`src/hw/rtl/tvca_pkg.sv`:
```
// Shared types, constants and helpers for the timed voice channel allocator.
`timescale 1ns / 1ps

package tvca_pkg;

    localparam int NUM_CHANNELS = 8;
    localparam int IDX_W = (NUM_CHANNELS > 1) ? $clog2(NUM_CHANNELS) : 1;

    typedef enum logic [1:0] {
        FUNC_ADD     = 2'd0,
        FUNC_RELEASE = 2'd1,
        FUNC_TICK    = 2'd2,
        FUNC_PANIC   = 2'd3
    } func_t;

    typedef enum logic [1:0] {
        CMD_SILENCE = 2'd0,
        CMD_START   = 2'd1,
        CMD_STATUS  = 2'd2
    } cmd_t;

    typedef enum logic [1:0] {
        ST_IDLE,
        ST_SCAN,
        ST_FINISH,
        ST_STATUS
    } state_t;

    typedef struct packed {
        func_t       func;
        logic [31:0] now;
        logic [31:0] stop;
        logic [7:0]  lch;
        logic [19:0] freq;
        logic [15:0] width;
    } item_t;

    typedef struct packed {
        logic        valid;
        logic        placed;
        logic        freed;
        logic        nv;
        logic [31:0] nt;
    } carry_t;

    typedef struct packed {
        logic silence;
        logic take;
    } evt_t;

    function automatic logic [2:0] chan_code(input logic [IDX_W-1:0] idx);
        logic [IDX_W+2:0] wide;
        wide = {3'b000, idx};
        return wide[2:0];
    endfunction

endpackage

```
`src/hw/rtl/timed_voice_channel_allocator_core.sv`:
```
// Top level of the timed voice channel allocator: sequencer and chain of channel cells.
`timescale 1ns / 1ps
// Usage: a request is taken at a rising edge where start is high and busy is low.
// func selects add note, release logical channel, time tick or panic; the other
// input ports carry the request fields and are sampled at that edge only.
// A token runs down a row of NUM_CHANNELS cells, one cell per cycle; each cell
// holds one physical channel and decides locally whether it is freed or takes
// the note, and folds its stop time into the running earliest-stop search.
// Results leave on the result ports, one per cycle, marked by result_valid:
// silence commands in channel order during the scan, then a start command if
// a note was placed, then the status transaction with last set.
// The status transaction follows the token walk through the cell row and,
// when a note is placed, the start command. busy drops in the cycle the
// status is shown, so a new request may be taken at the edge that ends it.
// The receiver cannot stall; every result is valid for exactly one cycle.
// Reset clears all channels to idle with zero stop time, owner, frequency and width.
module timed_voice_channel_allocator_core (
    input  logic        clk,
    input  logic        rst_n,
    input  logic        start,
    output logic        busy,
    input  logic [1:0]  func,
    input  logic [31:0] now_time,
    input  logic [31:0] start_time,
    input  logic [31:0] note_length,
    input  logic [7:0]  logical_channel,
    input  logic [19:0] tone_freq,
    input  logic [15:0] duty_width,
    output logic        result_valid,
    output logic [1:0]  cmd_kind,
    output logic [2:0]  channel_index,
    output logic [19:0] out_freq,
    output logic [15:0] out_width,
    output logic        success,
    output logic        next_valid,
    output logic [31:0] next_event_time,
    output logic        last
);

    localparam int N = tvca_pkg::NUM_CHANNELS;
    localparam logic [tvca_pkg::IDX_W-1:0] IDX_LAST = tvca_pkg::IDX_W'(N - 1);

    tvca_pkg::state_t state_reg, state_next;
    tvca_pkg::item_t  item_reg, item_next;
    logic [tvca_pkg::IDX_W-1:0] idx_reg, idx_next;
    logic [tvca_pkg::IDX_W-1:0] place_reg, place_next;
    logic             launch_reg, launch_next;
    logic             ok_reg, ok_next;
    logic             nv_reg, nv_next;
    logic [31:0]      nt_reg, nt_next;

    logic             rv_reg, rv_next;
    tvca_pkg::cmd_t   kind_reg, kind_next;
    logic [2:0]       ch_reg, ch_next;
    logic [19:0]      rfreq_reg, rfreq_next;
    logic [15:0]      rwidth_reg, rwidth_next;
    logic             rok_reg, rok_next;
    logic             rnv_reg, rnv_next;
    logic [31:0]      rnt_reg, rnt_next;
    logic             rlast_reg, rlast_next;

    tvca_pkg::carry_t chain [N+1];
    tvca_pkg::evt_t   evts [N];
    tvca_pkg::evt_t   evt_any;
    logic [32:0]      stop_sum;
    logic             final_ok;

    assign chain[0] = '{valid: launch_reg, placed: 1'b0, freed: 1'b0, nv: 1'b0, nt: 32'd0};

    for (genvar g = 0; g < N; g++)
    begin : g_chan
        tvca_cell u_chan (
            .clk   (clk),
            .rst_n (rst_n),
            .item  (item_reg),
            .cin   (chain[g]),
            .cout  (chain[g+1]),
            .evt   (evts[g])
        );
    end

    always_comb
    begin
        evt_any = '0;
        for (int k = 0; k < N; k++)
        begin
            evt_any = evt_any | evts[k];
        end
    end

    assign stop_sum = {1'b0, start_time} + {1'b0, note_length};

    always_comb
    begin
        case (item_reg.func)
            tvca_pkg::FUNC_ADD:     final_ok = chain[N].placed;
            tvca_pkg::FUNC_RELEASE: final_ok = chain[N].freed;
            default:                final_ok = 1'b1;
        endcase
    end

    always_comb
    begin
        state_next  = state_reg;
        item_next   = item_reg;
        idx_next    = idx_reg;
        place_next  = place_reg;
        launch_next = 1'b0;
        ok_next     = ok_reg;
        nv_next     = nv_reg;
        nt_next     = nt_reg;
        rv_next     = 1'b0;
        kind_next   = tvca_pkg::CMD_SILENCE;
        ch_next     = 3'd0;
        rfreq_next  = 20'd0;
        rwidth_next = 16'd0;
        rok_next    = 1'b0;
        rnv_next    = 1'b0;
        rnt_next    = 32'd0;
        rlast_next  = 1'b0;
        case (state_reg)
            tvca_pkg::ST_IDLE:
            begin
                if (start)
                begin
                    item_next.func  = tvca_pkg::func_t'(func);
                    item_next.now   = now_time;
                    item_next.stop  = stop_sum[32] ? 32'hFFFF_FFFF : stop_sum[31:0];
                    item_next.lch   = logical_channel;
                    item_next.freq  = tone_freq;
                    item_next.width = duty_width;
                    launch_next     = 1'b1;
                    idx_next        = '0;
                    state_next      = tvca_pkg::ST_SCAN;
                end
            end
            tvca_pkg::ST_SCAN:
            begin
                if (evt_any.silence)
                begin
                    rv_next   = 1'b1;
                    kind_next = tvca_pkg::CMD_SILENCE;
                    ch_next   = tvca_pkg::chan_code(idx_reg);
                end
                if (evt_any.take)
                begin
                    place_next = idx_reg;
                end
                if (idx_reg == IDX_LAST)
                begin
                    state_next = tvca_pkg::ST_FINISH;
                end
                else
                begin
                    idx_next = idx_reg + 1'b1;
                end
            end
            tvca_pkg::ST_FINISH:
            begin
                ok_next = final_ok;
                nv_next = chain[N].nv;
                nt_next = chain[N].nt;
                rv_next = 1'b1;
                if (chain[N].placed)
                begin
                    kind_next   = tvca_pkg::CMD_START;
                    ch_next     = tvca_pkg::chan_code(place_reg);
                    rfreq_next  = item_reg.freq;
                    rwidth_next = item_reg.width;
                    state_next  = tvca_pkg::ST_STATUS;
                end
                else
                begin
                    kind_next  = tvca_pkg::CMD_STATUS;
                    rok_next   = final_ok;
                    rnv_next   = chain[N].nv;
                    rnt_next   = chain[N].nt;
                    rlast_next = 1'b1;
                    state_next = tvca_pkg::ST_IDLE;
                end
            end
            tvca_pkg::ST_STATUS:
            begin
                rv_next    = 1'b1;
                kind_next  = tvca_pkg::CMD_STATUS;
                rok_next   = ok_reg;
                rnv_next   = nv_reg;
                rnt_next   = nt_reg;
                rlast_next = 1'b1;
                state_next = tvca_pkg::ST_IDLE;
            end
            default:
            begin
                state_next = tvca_pkg::ST_IDLE;
            end
        endcase
    end

    always_ff @(posedge clk or negedge rst_n)
    begin
        if (!rst_n)
        begin
            state_reg  <= tvca_pkg::ST_IDLE;
            launch_reg <= 1'b0;
            rv_reg     <= 1'b0;
            idx_reg    <= '0;
        end
        else
        begin
            state_reg  <= state_next;
            launch_reg <= launch_next;
            rv_reg     <= rv_next;
            idx_reg    <= idx_next;
        end
    end

    always_ff @(posedge clk)
    begin
        item_reg   <= item_next;
        place_reg  <= place_next;
        ok_reg     <= ok_next;
        nv_reg     <= nv_next;
        nt_reg     <= nt_next;
        kind_reg   <= kind_next;
        ch_reg     <= ch_next;
        rfreq_reg  <= rfreq_next;
        rwidth_reg <= rwidth_next;
        rok_reg    <= rok_next;
        rnv_reg    <= rnv_next;
        rnt_reg    <= rnt_next;
        rlast_reg  <= rlast_next;
    end

    assign busy            = (state_reg != tvca_pkg::ST_IDLE);
    assign result_valid    = rv_reg;
    assign cmd_kind        = kind_reg;
    assign channel_index   = ch_reg;
    assign out_freq        = rfreq_reg;
    assign out_width       = rwidth_reg;
    assign success         = rok_reg;
    assign next_valid      = rnv_reg;
    assign next_event_time = rnt_reg;
    assign last            = rlast_reg && rv_reg;

endmodule

```
`src/hw/rtl/tvca_cell.sv`:
```
// One physical channel cell of the allocator chain.
`timescale 1ns / 1ps

module tvca_cell (
    input  logic            clk,
    input  logic            rst_n,
    input  tvca_pkg::item_t  item,
    input  tvca_pkg::carry_t cin,
    output tvca_pkg::carry_t cout,
    output tvca_pkg::evt_t   evt
);

    logic             busy_reg, busy_next;
    logic [31:0]      stop_reg, stop_next;
    logic [7:0]       owner_reg, owner_next;
    logic [19:0]      freq_reg, freq_next;
    logic [15:0]      width_reg, width_next;
    tvca_pkg::carry_t cout_reg, cout_next;

    logic free_now;
    logic busy_kept;
    logic take_now;

    always_comb
    begin
        busy_next  = busy_reg;
        stop_next  = stop_reg;
        owner_next = owner_reg;
        freq_next  = freq_reg;
        width_next = width_reg;
        cout_next  = '0;
        evt        = '0;
        free_now   = 1'b0;
        busy_kept  = busy_reg;
        take_now   = 1'b0;
        if (cin.valid)
        begin
            case (item.func)
                tvca_pkg::FUNC_ADD,
                tvca_pkg::FUNC_TICK:    free_now = busy_reg && (stop_reg <= item.now);
                tvca_pkg::FUNC_RELEASE: free_now = busy_reg && (owner_reg == item.lch);
                tvca_pkg::FUNC_PANIC:   free_now = 1'b1;
                default:                free_now = 1'b0;
            endcase
            busy_kept = busy_reg && !free_now;
            take_now  = (item.func == tvca_pkg::FUNC_ADD) && !busy_kept && !cin.placed;

            if (free_now)
            begin
                owner_next = 8'd0;
            end
            if (item.func == tvca_pkg::FUNC_PANIC)
            begin
                freq_next  = 20'd0;
                width_next = 16'd0;
            end
            busy_next = busy_kept || take_now;
            if (take_now)
            begin
                stop_next  = item.stop;
                owner_next = item.lch;
                freq_next  = item.freq;
                width_next = item.width;
            end

            evt.silence = free_now;
            evt.take    = take_now;

            cout_next.valid  = 1'b1;
            cout_next.placed = cin.placed || take_now;
            cout_next.freed  = cin.freed || free_now;
            cout_next.nv     = cin.nv;
            cout_next.nt     = cin.nt;
            if (busy_next && (!cin.nv || (stop_next < cin.nt)))
            begin
                cout_next.nv = 1'b1;
                cout_next.nt = stop_next;
            end
        end
    end

    always_ff @(posedge clk or negedge rst_n)
    begin
        if (!rst_n)
        begin
            busy_reg  <= 1'b0;
            stop_reg  <= 32'd0;
            owner_reg <= 8'd0;
            freq_reg  <= 20'd0;
            width_reg <= 16'd0;
            cout_reg  <= '0;
        end
        else
        begin
            busy_reg  <= busy_next;
            stop_reg  <= stop_next;
            owner_reg <= owner_next;
            freq_reg  <= freq_next;
            width_reg <= width_next;
            cout_reg  <= cout_next;
        end
    end

    assign cout = cout_reg;

endmodule

```
`config.mk`:
```
export PLATFORM = sky130hd
export DESIGN_NAME = timed_voice_channel_allocator_core
export DESIGN_NICKNAME = d
export VERILOG_FILES = /design/src/hw/rtl/tvca_pkg.sv /design/src/hw/rtl/timed_voice_channel_allocator_core.sv /design/src/hw/rtl/tvca_cell.sv
export SDC_FILE = /design/constraint.sdc
export NUM_CORES = 2
export LEC_CHECK = 0
export BUFFER_PORTS_ARGS = -buffer_cell sky130_fd_sc_hd__buf_2
export CAP_MARGIN = 25
export CORE_UTILIZATION = 35
export DETAILED_ROUTE_END_ITERATION = 12
export SLEW_MARGIN = 20
export SYNTH_ARGS = -nofsm -noshare
export SYNTH_HDL_FRONTEND = slang
export SYNTH_HIERARCHICAL = 1
export SYNTH_SLANG_ARGS = --single-unit
```
`constraint.sdc`:
```
create_clock -name clk -period 14.8 [get_ports clk]
set_clock_uncertainty 0.2 [all_clocks]
set_input_delay 1.48 -clock clk [delete_from_list [all_inputs] [get_ports clk]]
set_output_delay 1.48 -clock clk [all_outputs]
set_load 0.02 [all_outputs]
```
-- Word-level counts from Yosys, hierarchy flattened
Index checks and enable logic that the tools add are counted.
- bits in registers: 845
- output and inout port bits: 78
- bitwise gates (word level): 7
- eq/ne operators: 18
- $lt $le $gt $ge: 15
- add/subtract/negate cells: 2
- reductions and logical operators: 133
- multiplexer cells: 96
- operators with widths (operator ; number):
    $mux W32 ; 16
    $mux W33 ; 8
    $le A32 B32 Y1 ; 8
    $mux W36 ; 7
    $lt A32 B32 Y1 ; 7
    $mux W8 ; 16
    $eq A8 B8 Y1 ; 8
    $pmux W32 S2 ; 1
    $logic_and A1 B1 Y1 ; 47
    $mux W35 ; 1
    $add A32 B32 Y33 ; 1
    $logic_not A1 Y1 ; 30
    $logic_or A1 B1 Y1 ; 29
    $mux W2 ; 12
    $pmux W1 S3 ; 8
    $reduce_and A2 Y1 ; 12
    $reduce_bool A2 Y1 ; 10
    $mux W1 ; 14
    $or A2 B2 Y2 ; 7
    $mux W3 ; 4
    $pmux W3 S2 ; 2
    $pmux W1 S2 ; 5
    $eq A2 B2 Y1 const B ; 4
    $pmux W2 S4 ; 1
    8 further kinds ; 13

-- Logic depth before layout (Yosys ltp)
- depth after elaboration: 19
- mapped depth: 20
- depth with buffers taken out: 17

-- Modules after synthesis
The synthesis kept the hierarchy.
- by module, submodules not included (module ; area an instance (um^2) ; cells an instance ; times used):
    tvca_cell at g_chan[0].u_chan ... ; 5337.6 ; 546 ; 4
    timed_voice_channel_allocator_core ; 9191.3 ; 689 ; 1
    tvca_cell at g_chan[7].u_chan ; 5311.3 ; 547 ; 1
    tvca_cell at g_chan[1].u_chan ; 5277.6 ; 616 ; 1
    tvca_cell at g_chan[3].u_chan ; 5272.6 ; 569 ; 1
    tvca_cell at g_chan[2].u_chan ; 5196.2 ; 537 ; 1

-- Worst setup path after synthesis
OpenSTA, ideal clock, no wires.
- kind: register to register
- from: register item_reg[105] (netlist name)
- to: register g_chan[2].u_chan.cout_reg, in the netlist g_chan[2].u_chan/cout[10]
- data arrival time: 4.658 ns
- data required time: 14.464 ns
- library setup time: 0.136 ns
- buffers on the path: 3
- cell stages (with the launch flop): 21
- clock period less this slack: 4.995 ns
- slack: 9.805 ns
- cell sequence: edfxtp_1 inv_1 ha_1 a21o_1 a21o_1 a221oi_1 a311oi_1 or3_1 buf_2 buf_2 mux2_2 ha_1 a21o_1 a21o_1 a2111oi_0 a2111oi_0 a2111oi_0 o22ai_1 clkbuf_1 nor3_1 nor3_1
- RTL lines (item ; RTL line ; RTL):
    start: declaration ; timed_voice_channel_allocator_core.sv:44 ; tvca_pkg::item_t item_reg, item_next;
    start signal: assignment ; timed_voice_channel_allocator_core.sv:219 ; item_reg <= item_next;
    end signal: assignment ; tvca_cell.sv:100 ; cout_reg <= cout_next;
    end: declaration ; tvca_cell.sv:18 ; tvca_pkg::carry_t cout_reg, cout_next;

==> run metrics <==
outcome complete, no violations; first-pass GRT wire length 225000 um; Starting Density between 30% and 40%; row cnt 140; hold depth 0; CP endpoint kind register; Die ar. around 150000 sq um; max reg flops 287; crit path max fanout 36; Final ANT Viol Nets 0; worst path arrival time between 7000 and 8000 ps; share of layout cells above drive strength 1 18.1%; CTS root buffer clkbuf_16; Slew Limit Headroom a little under a quarter; initial DRC count ~2700; RSZ-0062 raised after global routing no; Slew @ Worst Pin approximately 1100 ps; R2R Setup Slk 7500 ps; vias in the first global route roughly 38000; clk_lat worst skew 750 ps; via count 38400; GRT overflow 0; DP HPWL between 100000 and 150000 um; Max VDD drop around 96 uV; core area 146000 sq um; wire per inst 19.7 um; CTS Buf Count 96; Die Y 386 um; final setup vio count 0; DRC viols 0; die width 386 um; pre-CTS setup slack 7570 ps; drt pass-1 iters 6; PnR worst setup slack 7500 ps; Port Buf Inserts about 220; WL final 146000 um; cts hold-fix bufs 0; Ys Warns 6; clk slew on worst S/H paths approximately 60 ps; initial antenna violation count 5; Post-CTS Setup Repair Bufs 0; post-route cell area a little under 60000 sq um; area delta synth->final 13.6%; GP Congestion ~0.92; HP Class reg -> reg; final cell utilization of the core 40.2%; TritonCTS clock tree done; IO Count between 200 and 250; synthesized area 51600 sq um; crit path time final 7300 ps; setup_tns 0 ps; dpl cell area roughly 55000 sq um; largest net degree at the start of global routing 95; Mapped Avg Cell Area 10.0 sq um; Final Max Slew Viols 0; Max Cap Viol 0; Final nets 6113; FF-to-FF path depth 20; Synth Instances 5141; Tot GR Track Use 19.5%; Final Hold Fails 0; Req. time, crit path 15220 ps; Crit Path Class reg -> reg; Leak around 27 nW; cts repair resizes 0; critical path startpoint category register; Pwr Density slightly below 200 nW/um^2; # H-tree levels 3; Via-to-Cell Ratio a little over 5; fmax about 140 MHz; crit share post-route 49.3%; Sink Count 844; Max Buffers Root-to-Sink 3
==> metrics by stage <==
step           std cells  power, mW  hold WS [ps]
2_1_floorplan       5209       7.36           192
3_5_place_dp        7241       8.86           236
4_1_cts             7422       11.5           252
5_1_grt             7426       12.3           259
3_3_place_gp        7240       8.70           227
6_report            7428       11.4           248
==> worst max-delay path, stage by stage (launching register included) <==
cell	delay (ps)
edfxtp_1	510
inv_1	140
ha_1	350
nand2_1	60
o21ai_0	440
nand2_1	210
a311oi_1	520
or3_1	180
buf_4	440
mux2_2	420
ha_1	310
a21o_1	170
a21o_1	170
a2111oi_0	440
a2111oi_0	110
buf_1	170
a2111oi_0	760
o22a_1	760
buf_4	370
a21oi_1	100
nor3_1	310
==> layer usage <==
layer / vias up / track usage [%] / wire [um]
li1: 18600 / - / -
met1: 18700 / 27.3 / 69000
met2: 983 / 31.2 / 66600
met3: 189 / 2.55 / 6810
met4: 0 / 5.80 / 4080
met5: - / 0 / 0
==> final cells by class <==
cell class	count	area, sq um
antenna	4	10.0
timing repair buffer	318	1860
tap	1917	2400
clock inverter	49	708
inverter	554	2080
clock buffer	132	2750
fill	14200	87300
multi-input combinational	3610	27300
sequential	844	21500
==> path summary, 6_finish.rpt <==
kind	start	to
hold reg to reg	g_chan[1].u_chan/cout[35]	g_chan[2].u_chan/cout[35]
min in group asynchronous	rst_n	g_chan[6].u_chan/cout[16]
max in group asynchronous	rst_n	g_chan[6].u_chan/owner_reg[2]
setup reg to reg	item_reg[95]	g_chan[2].u_chan/cout[2]
setup / recovery	item_reg[95]	g_chan[2].u_chan/cout[2]
hold / removal	g_chan[1].u_chan/cout[35]	g_chan[2].u_chan/cout[35]
==> where the power goes <==
part | switching (mW) | total [mW] | internal, mW
combinational | 2.90 | 5.11 | 2.21
clock | 1.03 | 2.57 | 1.54
sequential | 0.644 | 3.77 | 3.13
total | 4.57 | 11.4 | 6.87
==> layout by cell type, fill, tap and decap left out, drive strengths merged, types with 102 or more instances in the layout <==
cell type  instances
nand4            115
mux2             470
mux2i            197
a21o             102
ha               543
nor3             164
dfrtp            622
inv              556
nand2            758
clkbuf           132
buf              318
o21ai            209
a21oi            298
edfxtp           147
Note: power is estimated with default switching activity, not from simulation.
